$ cat config.mk
export PLATFORM = sky130hd
export DESIGN_NAME = two_digit_radix_counter_display_top
export DESIGN_NICKNAME = d
export VERILOG_FILES = /design/src/rtl/core/tdcd_pkg.sv /design/src/rtl/core/two_digit_radix_counter_display_top.sv /design/src/rtl/core/tdcd_engine.sv
export SDC_FILE = /design/constraint.sdc
export NUM_CORES = 1
export LEC_CHECK = 0
export BUFFER_PORTS_ARGS = -buffer_cell sky130_fd_sc_hd__buf_2
export CAP_MARGIN = 20
export CORE_MARGIN = 4
export CORE_UTILIZATION = 60
export DETAILED_ROUTE_END_ITERATION = 6
export PLACE_DENSITY_LB_ADDON = 0.15
export SKIP_CTS_REPAIR_TIMING = 1
export SYNTH_ARGS = -nofsm -noshare
export SYNTH_HDL_FRONTEND = slang
export SYNTH_SLANG_ARGS = --single-unit
$ cat constraint.sdc
create_clock -name clock -period 8.47 [get_ports clock]
set_clock_uncertainty 0.15 [all_clocks]
set_input_delay 1.694 -clock clock [delete_from_list [all_inputs] [get_ports clock]]
set_output_delay 1.694 -clock clock [all_outputs]
set_load 0.05 [all_outputs]
$ cat src/rtl/core/tdcd_pkg.sv
// Shared types, codes, segment table and digit helpers for the two-digit counter display.
package tdcd_pkg;

   // Field widths
   localparam int unsigned VALUE_W  = 8;
   localparam int unsigned DIGIT_W  = 4;
   localparam int unsigned SEG_W    = 7;
   localparam int unsigned PERIOD_W = 16;
   localparam int unsigned RADIX_W  = 2;
   localparam int unsigned CSR_IDX_W  = 3;
   localparam int unsigned CSR_DATA_W = 16;

   // Stream widths
   localparam int unsigned REQ_DATA_W = 8;
   localparam int unsigned REQ_USER_W = 1;
   localparam int unsigned RSP_DATA_W = 24;

   // Radix select codes (the unused code behaves as decimal)
   localparam logic [RADIX_W-1:0] RADIX_BIN = 2'd0;
   localparam logic [RADIX_W-1:0] RADIX_DEC = 2'd1;
   localparam logic [RADIX_W-1:0] RADIX_HEX = 2'd2;

   // Register indexes
   localparam logic [CSR_IDX_W-1:0] REG_RADIX_SELECT  = 3'd0;
   localparam logic [CSR_IDX_W-1:0] REG_COUNT_DOWN    = 3'd1;
   localparam logic [CSR_IDX_W-1:0] REG_COUNT_PERIOD  = 3'd2;
   localparam logic [CSR_IDX_W-1:0] REG_OUTPUT_ENABLE = 3'd3;
   localparam logic [CSR_IDX_W-1:0] REG_COUNT_ENABLE  = 3'd4;

   // Item kinds
   localparam logic MODE_TICK = 1'b0;
   localparam logic MODE_LOAD = 1'b1;

   // Reset values of the registers
   localparam logic [RADIX_W-1:0]  RADIX_RESET  = RADIX_DEC;
   localparam logic [PERIOD_W-1:0] PERIOD_RESET = 16'd1000;

   // Segment patterns for digits 0..15, bit 0 is segment a
   localparam logic [SEG_W-1:0] SEG_TABLE [16] = '{
      7'h3F, 7'h06, 7'h5B, 7'h4F, 7'h66, 7'h6D, 7'h7D, 7'h07,
      7'h7F, 7'h6F, 7'h77, 7'h7C, 7'h39, 7'h5E, 7'h79, 7'h71
   };

   typedef struct packed {
      logic [DIGIT_W-1:0] high;
      logic [DIGIT_W-1:0] low;
   } digits_type;

   typedef struct packed {
      logic                  valid;
      logic [CSR_IDX_W-1:0]  index;
      logic [CSR_DATA_W-1:0] data;
   } csr_write_type;

   typedef struct packed {
      logic               advance;
      logic               mode;
      logic [VALUE_W-1:0] load_value;
   } item_type;

   typedef struct packed {
      logic               load_rejected;
      logic [VALUE_W-1:0] shown_value;
      logic               low_display_on;
      logic               high_display_on;
      logic [SEG_W-1:0]   segments;
   } result_type;

   // Largest value that fits two digits of the selected base
   function automatic logic [VALUE_W-1:0] radix_max(input logic [RADIX_W-1:0] sel);
      logic [VALUE_W-1:0] mx;
      if (sel == RADIX_BIN) begin
         mx = 8'd3;
      end else if (sel == RADIX_HEX) begin
         mx = 8'd255;
      end else begin
         mx = 8'd99;
      end
      return mx;
   endfunction

   // Split a value into high and low digits; divide by ten with a reciprocal
   function automatic digits_type split_digits(input logic [VALUE_W-1:0] v,
                                               input logic [RADIX_W-1:0] sel);
      digits_type         d;
      logic [15:0]        prod;
      logic [4:0]         quot;
      logic [VALUE_W-1:0] rem;
      prod = 16'(v) * 16'd205;
      quot = prod[15:11];
      rem  = v - 8'({quot, 3'b000} + {2'b00, quot, 1'b0});
      if (sel == RADIX_BIN) begin
         d.high = v[4:1];
         d.low  = {3'b000, v[0]};
      end else if (sel == RADIX_HEX) begin
         d.high = v[7:4];
         d.low  = v[3:0];
      end else begin
         d.high = quot[3:0];
         d.low  = rem[3:0];
      end
      return d;
   endfunction

endpackage

$ cat src/rtl/core/two_digit_radix_counter_display_top.sv
// Top level: input register, update engine and a two-deep result buffer.
// Path: an accepted beat is held in the input register, processed by the update engine, and its
// result is registered in the result register (or the skid entry) before it shows on rsp_.
// Throughput: one beat per cycle while the skid entry is free; the state update is a single pass
// between the input register and the result register. Two results can wait while rsp_tready is low.
// Reset: synchronous, active high; clears the valid flags and all engine state and loads register
// defaults (decimal, count up, period 1000, output and counting off).
module two_digit_radix_counter_display_top (
   input  logic                               clock,
   input  logic                               reset,
   // input beats
   input  logic                               req_tvalid,
   output logic                               req_tready,
   input  logic [tdcd_pkg::REQ_DATA_W-1:0]    req_tdata,  // [7:0] load_value
   input  logic [tdcd_pkg::REQ_USER_W-1:0]    req_tuser,  // [0] mode
   // result beats
   output logic                               rsp_tvalid,
   input  logic                               rsp_tready,
   // [6:0] segments, [7] high_display_on, [8] low_display_on, [16:9] shown_value,
   // [17] load_rejected, [23:18] zero
   output logic [tdcd_pkg::RSP_DATA_W-1:0]    rsp_tdata,
   // register writes
   input  logic                               csr_valid,
   output logic                               csr_ready,
   input  logic [tdcd_pkg::CSR_IDX_W-1:0]     csr_index,
   input  logic [tdcd_pkg::CSR_DATA_W-1:0]    csr_data
);

   localparam int unsigned RES_W = $bits(tdcd_pkg::result_type);

   logic                          in_valid_ff, in_valid_in;
   logic                          in_mode_ff;
   logic [tdcd_pkg::VALUE_W-1:0]  in_load_ff;

   logic                          out_valid_ff, out_valid_in;
   tdcd_pkg::result_type          out_data_ff, out_data_in;
   logic                          skid_valid_ff, skid_valid_in;
   tdcd_pkg::result_type          skid_data_ff, skid_data_in;

   logic                          advance;
   logic                          pop;
   tdcd_pkg::item_type            item;
   tdcd_pkg::csr_write_type       csr;
   tdcd_pkg::result_type          result;

   // Process the held beat whenever the result buffer has room
   assign advance    = in_valid_ff && !skid_valid_ff;
   assign req_tready = !in_valid_ff || advance;
   assign pop        = out_valid_ff && rsp_tready;
   assign csr_ready  = 1'b1;

   assign item.advance    = advance;
   assign item.mode       = in_mode_ff;
   assign item.load_value = in_load_ff;
   assign csr.valid       = csr_valid;
   assign csr.index       = csr_index;
   assign csr.data        = csr_data;

   tdcd_engine u_engine (
      .clock  (clock),
      .reset  (reset),
      .item   (item),
      .csr    (csr),
      .result (result)
   );

   // Hold or replace the input beat
   assign in_valid_in = (req_tvalid && req_tready) || (in_valid_ff && !advance);

   always_ff @(posedge clock) begin
      if (req_tvalid && req_tready) begin
         in_mode_ff <= req_tuser[0];
         in_load_ff <= req_tdata[tdcd_pkg::VALUE_W-1:0];
      end
   end

   // Result register with one skid entry behind it
   always_comb begin
      out_valid_in  = out_valid_ff;
      out_data_in   = out_data_ff;
      skid_valid_in = skid_valid_ff;
      skid_data_in  = skid_data_ff;
      if (pop) begin
         if (skid_valid_ff) begin
            out_data_in   = skid_data_ff;
            skid_valid_in = 1'b0;
         end else begin
            out_valid_in = advance;
            out_data_in  = result;
         end
      end else if (advance) begin
         if (!out_valid_ff) begin
            out_valid_in = 1'b1;
            out_data_in  = result;
         end else begin
            skid_valid_in = 1'b1;
            skid_data_in  = result;
         end
      end
   end

   always_ff @(posedge clock) begin
      out_data_ff  <= out_data_in;
      skid_data_ff <= skid_data_in;
      if (reset) begin
         in_valid_ff   <= 1'b0;
         out_valid_ff  <= 1'b0;
         skid_valid_ff <= 1'b0;
      end else begin
         in_valid_ff   <= in_valid_in;
         out_valid_ff  <= out_valid_in;
         skid_valid_ff <= skid_valid_in;
      end
   end

   assign rsp_tvalid = out_valid_ff;
   assign rsp_tdata  = {{(tdcd_pkg::RSP_DATA_W - RES_W){1'b0}}, out_data_ff};

endmodule

$ cat src/rtl/core/tdcd_engine.sv
// Counter state, configuration registers and the per-beat display and count update.
module tdcd_engine (
   input  logic                   clock,
   input  logic                   reset,
   input  tdcd_pkg::item_type     item,
   input  tdcd_pkg::csr_write_type csr,
   output tdcd_pkg::result_type   result
);

   // Configuration registers
   logic [tdcd_pkg::RADIX_W-1:0]  radix_ff, radix_in;
   logic                          count_down_ff, count_down_in;
   logic [tdcd_pkg::PERIOD_W-1:0] period_ff, period_in;
   logic                          output_en_ff, output_en_in;
   logic                          count_en_ff, count_en_in;

   // Counter and display state
   logic [tdcd_pkg::VALUE_W-1:0]  value_ff, value_in;
   logic [tdcd_pkg::DIGIT_W-1:0]  high_digit_ff, high_digit_in;
   logic [tdcd_pkg::DIGIT_W-1:0]  low_digit_ff, low_digit_in;
   logic                          low_active_ff, low_active_in;
   logic [tdcd_pkg::PERIOD_W-1:0] period_count_ff, period_count_in;
   logic [tdcd_pkg::SEG_W-1:0]    segment_ff, segment_in;
   logic                          high_lit_ff, high_lit_in;
   logic                          low_lit_ff, low_lit_in;

   logic [tdcd_pkg::VALUE_W-1:0]  max_value;
   logic [tdcd_pkg::VALUE_W-1:0]  stepped;
   logic [tdcd_pkg::PERIOD_W-1:0] period_next;
   tdcd_pkg::digits_type          load_digits;
   tdcd_pkg::digits_type          step_digits;
   logic                          rejected;

   // Shared arithmetic for this beat
   always_comb begin
      max_value   = tdcd_pkg::radix_max(radix_ff);
      load_digits = tdcd_pkg::split_digits(item.load_value, radix_ff);
      period_next = period_count_ff + 16'd1;
      if (!count_down_ff) begin
         stepped = (value_ff >= max_value) ? '0 : value_ff + 8'd1;
      end else begin
         stepped = (value_ff == '0) ? max_value : value_ff - 8'd1;
      end
      step_digits = tdcd_pkg::split_digits(stepped, radix_ff);
   end

   // Next state: item first, then any register write
   always_comb begin
      radix_in        = radix_ff;
      count_down_in   = count_down_ff;
      period_in       = period_ff;
      output_en_in    = output_en_ff;
      count_en_in     = count_en_ff;
      value_in        = value_ff;
      high_digit_in   = high_digit_ff;
      low_digit_in    = low_digit_ff;
      low_active_in   = low_active_ff;
      period_count_in = period_count_ff;
      segment_in      = segment_ff;
      high_lit_in     = high_lit_ff;
      low_lit_in      = low_lit_ff;
      rejected        = 1'b0;

      if (item.advance) begin
         if (item.mode == tdcd_pkg::MODE_LOAD) begin
            // Take the load if it fits two digits, flag it otherwise
            if (item.load_value <= max_value) begin
               value_in      = item.load_value;
               high_digit_in = load_digits.high;
               low_digit_in  = load_digits.low;
            end else begin
               rejected = 1'b1;
            end
         end else begin
            // Flip the active display with the digits from before this tick
            if (output_en_ff) begin
               low_active_in = ~low_active_ff;
               if (!low_active_ff) begin
                  high_lit_in = 1'b0;
                  segment_in  = tdcd_pkg::SEG_TABLE[low_digit_ff];
                  low_lit_in  = 1'b1;
               end else begin
                  low_lit_in = 1'b0;
                  if (high_digit_ff == '0) begin
                     high_lit_in = 1'b0;
                  end else begin
                     segment_in  = tdcd_pkg::SEG_TABLE[high_digit_ff];
                     high_lit_in = 1'b1;
                  end
               end
            end
            // Advance the period timer and step the value when it fires
            if (count_en_ff) begin
               if (period_next >= period_ff) begin
                  period_count_in = '0;
                  value_in        = stepped;
                  if (stepped <= max_value) begin
                     high_digit_in = step_digits.high;
                     low_digit_in  = step_digits.low;
                  end
               end else begin
                  period_count_in = period_next;
               end
            end else begin
               period_count_in = '0;
            end
         end
      end

      if (csr.valid) begin
         unique case (csr.index)
            tdcd_pkg::REG_RADIX_SELECT: begin
               radix_in = csr.data[tdcd_pkg::RADIX_W-1:0];
            end
            tdcd_pkg::REG_COUNT_DOWN: begin
               count_down_in = csr.data[0];
            end
            tdcd_pkg::REG_COUNT_PERIOD: begin
               period_in = csr.data[tdcd_pkg::PERIOD_W-1:0];
            end
            tdcd_pkg::REG_OUTPUT_ENABLE: begin
               output_en_in = csr.data[0];
               if (!csr.data[0]) begin
                  high_lit_in = 1'b0;
                  low_lit_in  = 1'b0;
               end
            end
            tdcd_pkg::REG_COUNT_ENABLE: begin
               count_en_in = csr.data[0];
               if (!csr.data[0]) begin
                  period_count_in = '0;
               end
            end
            default: begin
            end
         endcase
      end
   end

   // Result of this beat, taken from the updated state
   always_comb begin
      result.segments        = segment_in;
      result.high_display_on = high_lit_in;
      result.low_display_on  = low_lit_in;
      result.shown_value     = value_in;
      result.load_rejected   = rejected;
   end

   always_ff @(posedge clock) begin
      if (reset) begin
         radix_ff        <= tdcd_pkg::RADIX_RESET;
         count_down_ff   <= 1'b0;
         period_ff       <= tdcd_pkg::PERIOD_RESET;
         output_en_ff    <= 1'b0;
         count_en_ff     <= 1'b0;
         value_ff        <= '0;
         high_digit_ff   <= '0;
         low_digit_ff    <= '0;
         low_active_ff   <= 1'b0;
         period_count_ff <= '0;
         segment_ff      <= '0;
         high_lit_ff     <= 1'b0;
         low_lit_ff      <= 1'b0;
      end else begin
         radix_ff        <= radix_in;
         count_down_ff   <= count_down_in;
         period_ff       <= period_in;
         output_en_ff    <= output_en_in;
         count_en_ff     <= count_en_in;
         value_ff        <= value_in;
         high_digit_ff   <= high_digit_in;
         low_digit_ff    <= low_digit_in;
         low_active_ff   <= low_active_in;
         period_count_ff <= period_count_in;
         segment_ff      <= segment_in;
         high_lit_ff     <= high_lit_in;
         low_lit_ff      <= low_lit_in;
      end
   end

endmodule

==> flow_summary.toml <==
[worst_hold_path]
whs_endpoint = "u_engine.period_ff[1]"
min_path_type = "reg2reg"
min_from = "u_engine.period_ff[1]"
whs_path_depth = 2

[synthesis]
yosys.area_share.simple_pct = 14.9
synth_area_um2 = 9100
synth-edff-count = 45
synthXorXnorAreaFrac_pct = 3.63
synthCells = 1011
synthAdderAreaFrac_pct = 22.7
synth_compound_area_share_pct = 17.4
ys_seq_elements = 111
synthArstFlopShare_pct = 0
synthMuxAreaShare_pct = 4.50
ys_seq_area_share_pct = 29.4
yosysTopAreaCellShare_pct = 17.9
ys.warnings.count = 0
synth_top_family_by_area = "adder cells"
synth-main-ff-cell = "dfxtp_1"
synth.avg_cell_area_um2 = 9.00
yosysTopAreaCell = "ha_1"
synth_common_cells = "ha_1, inv_1, a21oi_1"
synth_most_common_cell = "ha_1"
synth_area_leaders = "ha_1, edfxtp_1, dfxtp_1"
synth.distinct_cells = 72

[die]
boundaryPins = 60
core_um2 = 14700
dieArea_um2 = 17200
core.rowCount = 44
die_w_um = 131
die_y_um = 131
start_util_pct = 61.9

[worst_setup_path]
path_common_cell = "ha_1"
r2r_end = "u_engine.low_digit_ff[3]"
rr_startpoint = "u_engine.value_ff[0]"
path_class = "reg2reg"
slowest_stage = "or4b_1"
worst_path_largest_cell_delay_ps = 580
reg2reg_slack_ps = 490
endpoint_kind = "flip-flop"
critPathMaxFanout = 7
critPathLaunchType = "flip-flop"
required_ps = 8580
arrival_ps = 8090
reg2regPathDepth = 26

[final_layout]
antenna_cells = 0
drive_gt1_share_pct = 11.0
fillers = 1237
final_util_pct = 66.7
area_growth_pct = 7.74
finalNetCount = 1229

[placement]
io_buffer_count = 52
gp_congestion = 0.958
dp_hpwl_um = 16800

[global_route]
grt_pass1_wl_um = 35900
grt_pass1_vias = 7161
gr-usage-all-layers_pct = 25.0
grt_max_degree = 51
grt_remaining_overflow = 0
antenna_found_initial = 0

[sta]
slew_headroom_pct = 42.5
post-route-period-util_pct = 94.2
rsz0062_at_grt = "false"
finalSetupViolCount = 0
setup_tns_ps = 0
final_max_slew_viol_count = 0
hold_viol = 0
worst_pin_slew_ps = 857
fin_crit_ps = 7980
max_freq_mhz = 125

[outcome]
status = "finished clean"

[clocking]
clk_path_buf_depth = 2
cts.sinks = 111
cts.clk_slew.worst_paths_ps = 70
htree_levels = 3
clk_latency_ps = 350
cts_tree = "yes"
root_buffer = "clkbuf_16"
numCtsBuffers = 9

[power_and_ir_drop]
p_per_area_nw_per_um2 = 151
irDropWorstVdd_mv = 0.115
leakagePower_nw = 4.67

[routing]
wl_per_cell_um = 17.8
drc = 0
drtIter0Drc = 672
dr_total_vias = 7410
viasPerCell = 6.01
routed_wl_um = 21900
antenna_left = 0
drt_first_pass_iters = 5

[job]
max-cap-violations = 0
## layout make-up
| cell class | instances | area, um^2 | area share (%) |
|---|---|---|---|
| Inverter | 118 | 443 | 4.52 |
| Tap cell | 184 | 230 | 2.35 |
| Sequential cell | 111 | 2670 | 27.3 |
| Clock buffer | 10 | 229 | 2.34 |
| Timing Repair Buffer | 70 | 393 | 4.01 |
| Clock inverter | 6 | 48.8 | 0.498 |
| Multi-Input combinational cell | 734 | 5790 | 59.0 |
## flip-flops by register name, summed over array words and instances, names as in the netlist, 2 cells and up
| register | flops |
|---|---|
| in_load_ff | 8 |
| u_engine.period_count_ff | 16 |
| u_engine.radix_ff | 2 |
| u_engine.high_digit_ff | 4 |
| u_engine.segment_ff | 7 |
| u_engine.value_ff | 8 |
| rsp_tdata | 18 |
| u_engine.low_digit_ff | 4 |
| u_engine.period_ff | 16 |
| skid_data_ff | 18 |
## per-stage QoR
step	cell area, um^2	hold slack, ps	total power, W	std cells	setup WS, ps
floorplan	9120	286	0.000962	1016	828
global placement	9510	294	0.00107	1216	634
detailed placement	9510	298	0.00108	1216	411
CTS	9790	308	0.00148	1232	375
global route	9800	323	0.00157	1233	23.8
finish	9800	306	0.00148	1233	491
## worst max-delay path: cells and delay by family (launching register included)
kind	cells	cell delay, ps
adder cells (fa/ha/maj)	7	2680
AO/OA/AOI/OAI	9	2140
AND/OR/NAND/NOR	3	1390
buffers and inverters	5	650
XOR/XNOR	2	530
flip-flops	1	360
## cells by family after synthesis
group	after synthesis
flip-flops	111
buffers and inverters	171
AND/OR/NAND/NOR	270
AO/OA/AOI/OAI	237
XOR/XNOR	36
other	2
adder cells (fa/ha/maj)	152
multiplexers	32
## cell usage in the layout (no fill, tap or decap), drive strengths merged, types with 5 or more instances in the layout
cell / netlist / final
or3: 8 / 8
nor4: 15 / 15
xor2: 16 / 16
a22oi: 7 / 7
mux4: 6 / 6
nand3b: 13 / 13
nor2b: 19 / 19
a311oi: 5 / 5
fa: 22 / 22
a211oi: 14 / 14
nor2: 61 / 61
or2: 5 / 5
nor3: 19 / 19
ha: 130 / 130
a21oi: 72 / 72
a21o: 21 / 21
nand2: 70 / 70
o21ai: 43 / 43
o21a: 5 / 5
conb: 2 / 7
clkbuf: 43 / 10
edfxtp: 45 / 45
nand2b: 6 / 6
mux2: 11 / 11
a211o: 10 / 10
inv: 117 / 122
buf: 10 / 70
a221oi: 7 / 7
nand3: 17 / 17
dfxtp: 66 / 66
mux2i: 15 / 15
xnor2: 19 / 19
and3: 22 / 22
## power breakdown
part | internal (W) | switching (W)
sequential | 0.000571 | 0.0000188
combinational | 0.000203 | 0.000286
clock | 0.000205 | 0.000198
total | 0.000979 | 0.000503
## metal layers
metal,share of wire [%],vias up,global-route usage (%)
met3,6.1,31,4.01
met4,2.1,0,6.77
met2,47,233,41.1
met1,45,3491,34.7
met5,0,-,0
li1,-,3655,-
## how the worst max path moves through the flow
stage / from / to / cells past startpoint
after floorplan: u_engine.radix_ff[0] / u_engine.low_digit_ff[3] / 25
after global placement: u_engine.radix_ff[0] / u_engine.low_digit_ff[3] / 25
after detailed placement: u_engine.radix_ff[0] / u_engine.low_digit_ff[3] / 25
final: u_engine.value_ff[0] / u_engine.low_digit_ff[3] / 26
after CTS: u_engine.radix_ff[0] / u_engine.low_digit_ff[3] / 25
after global routing: u_engine.value_ff[0] / u_engine.low_digit_ff[3] / 26
Power figures use the tool's default switching activity.
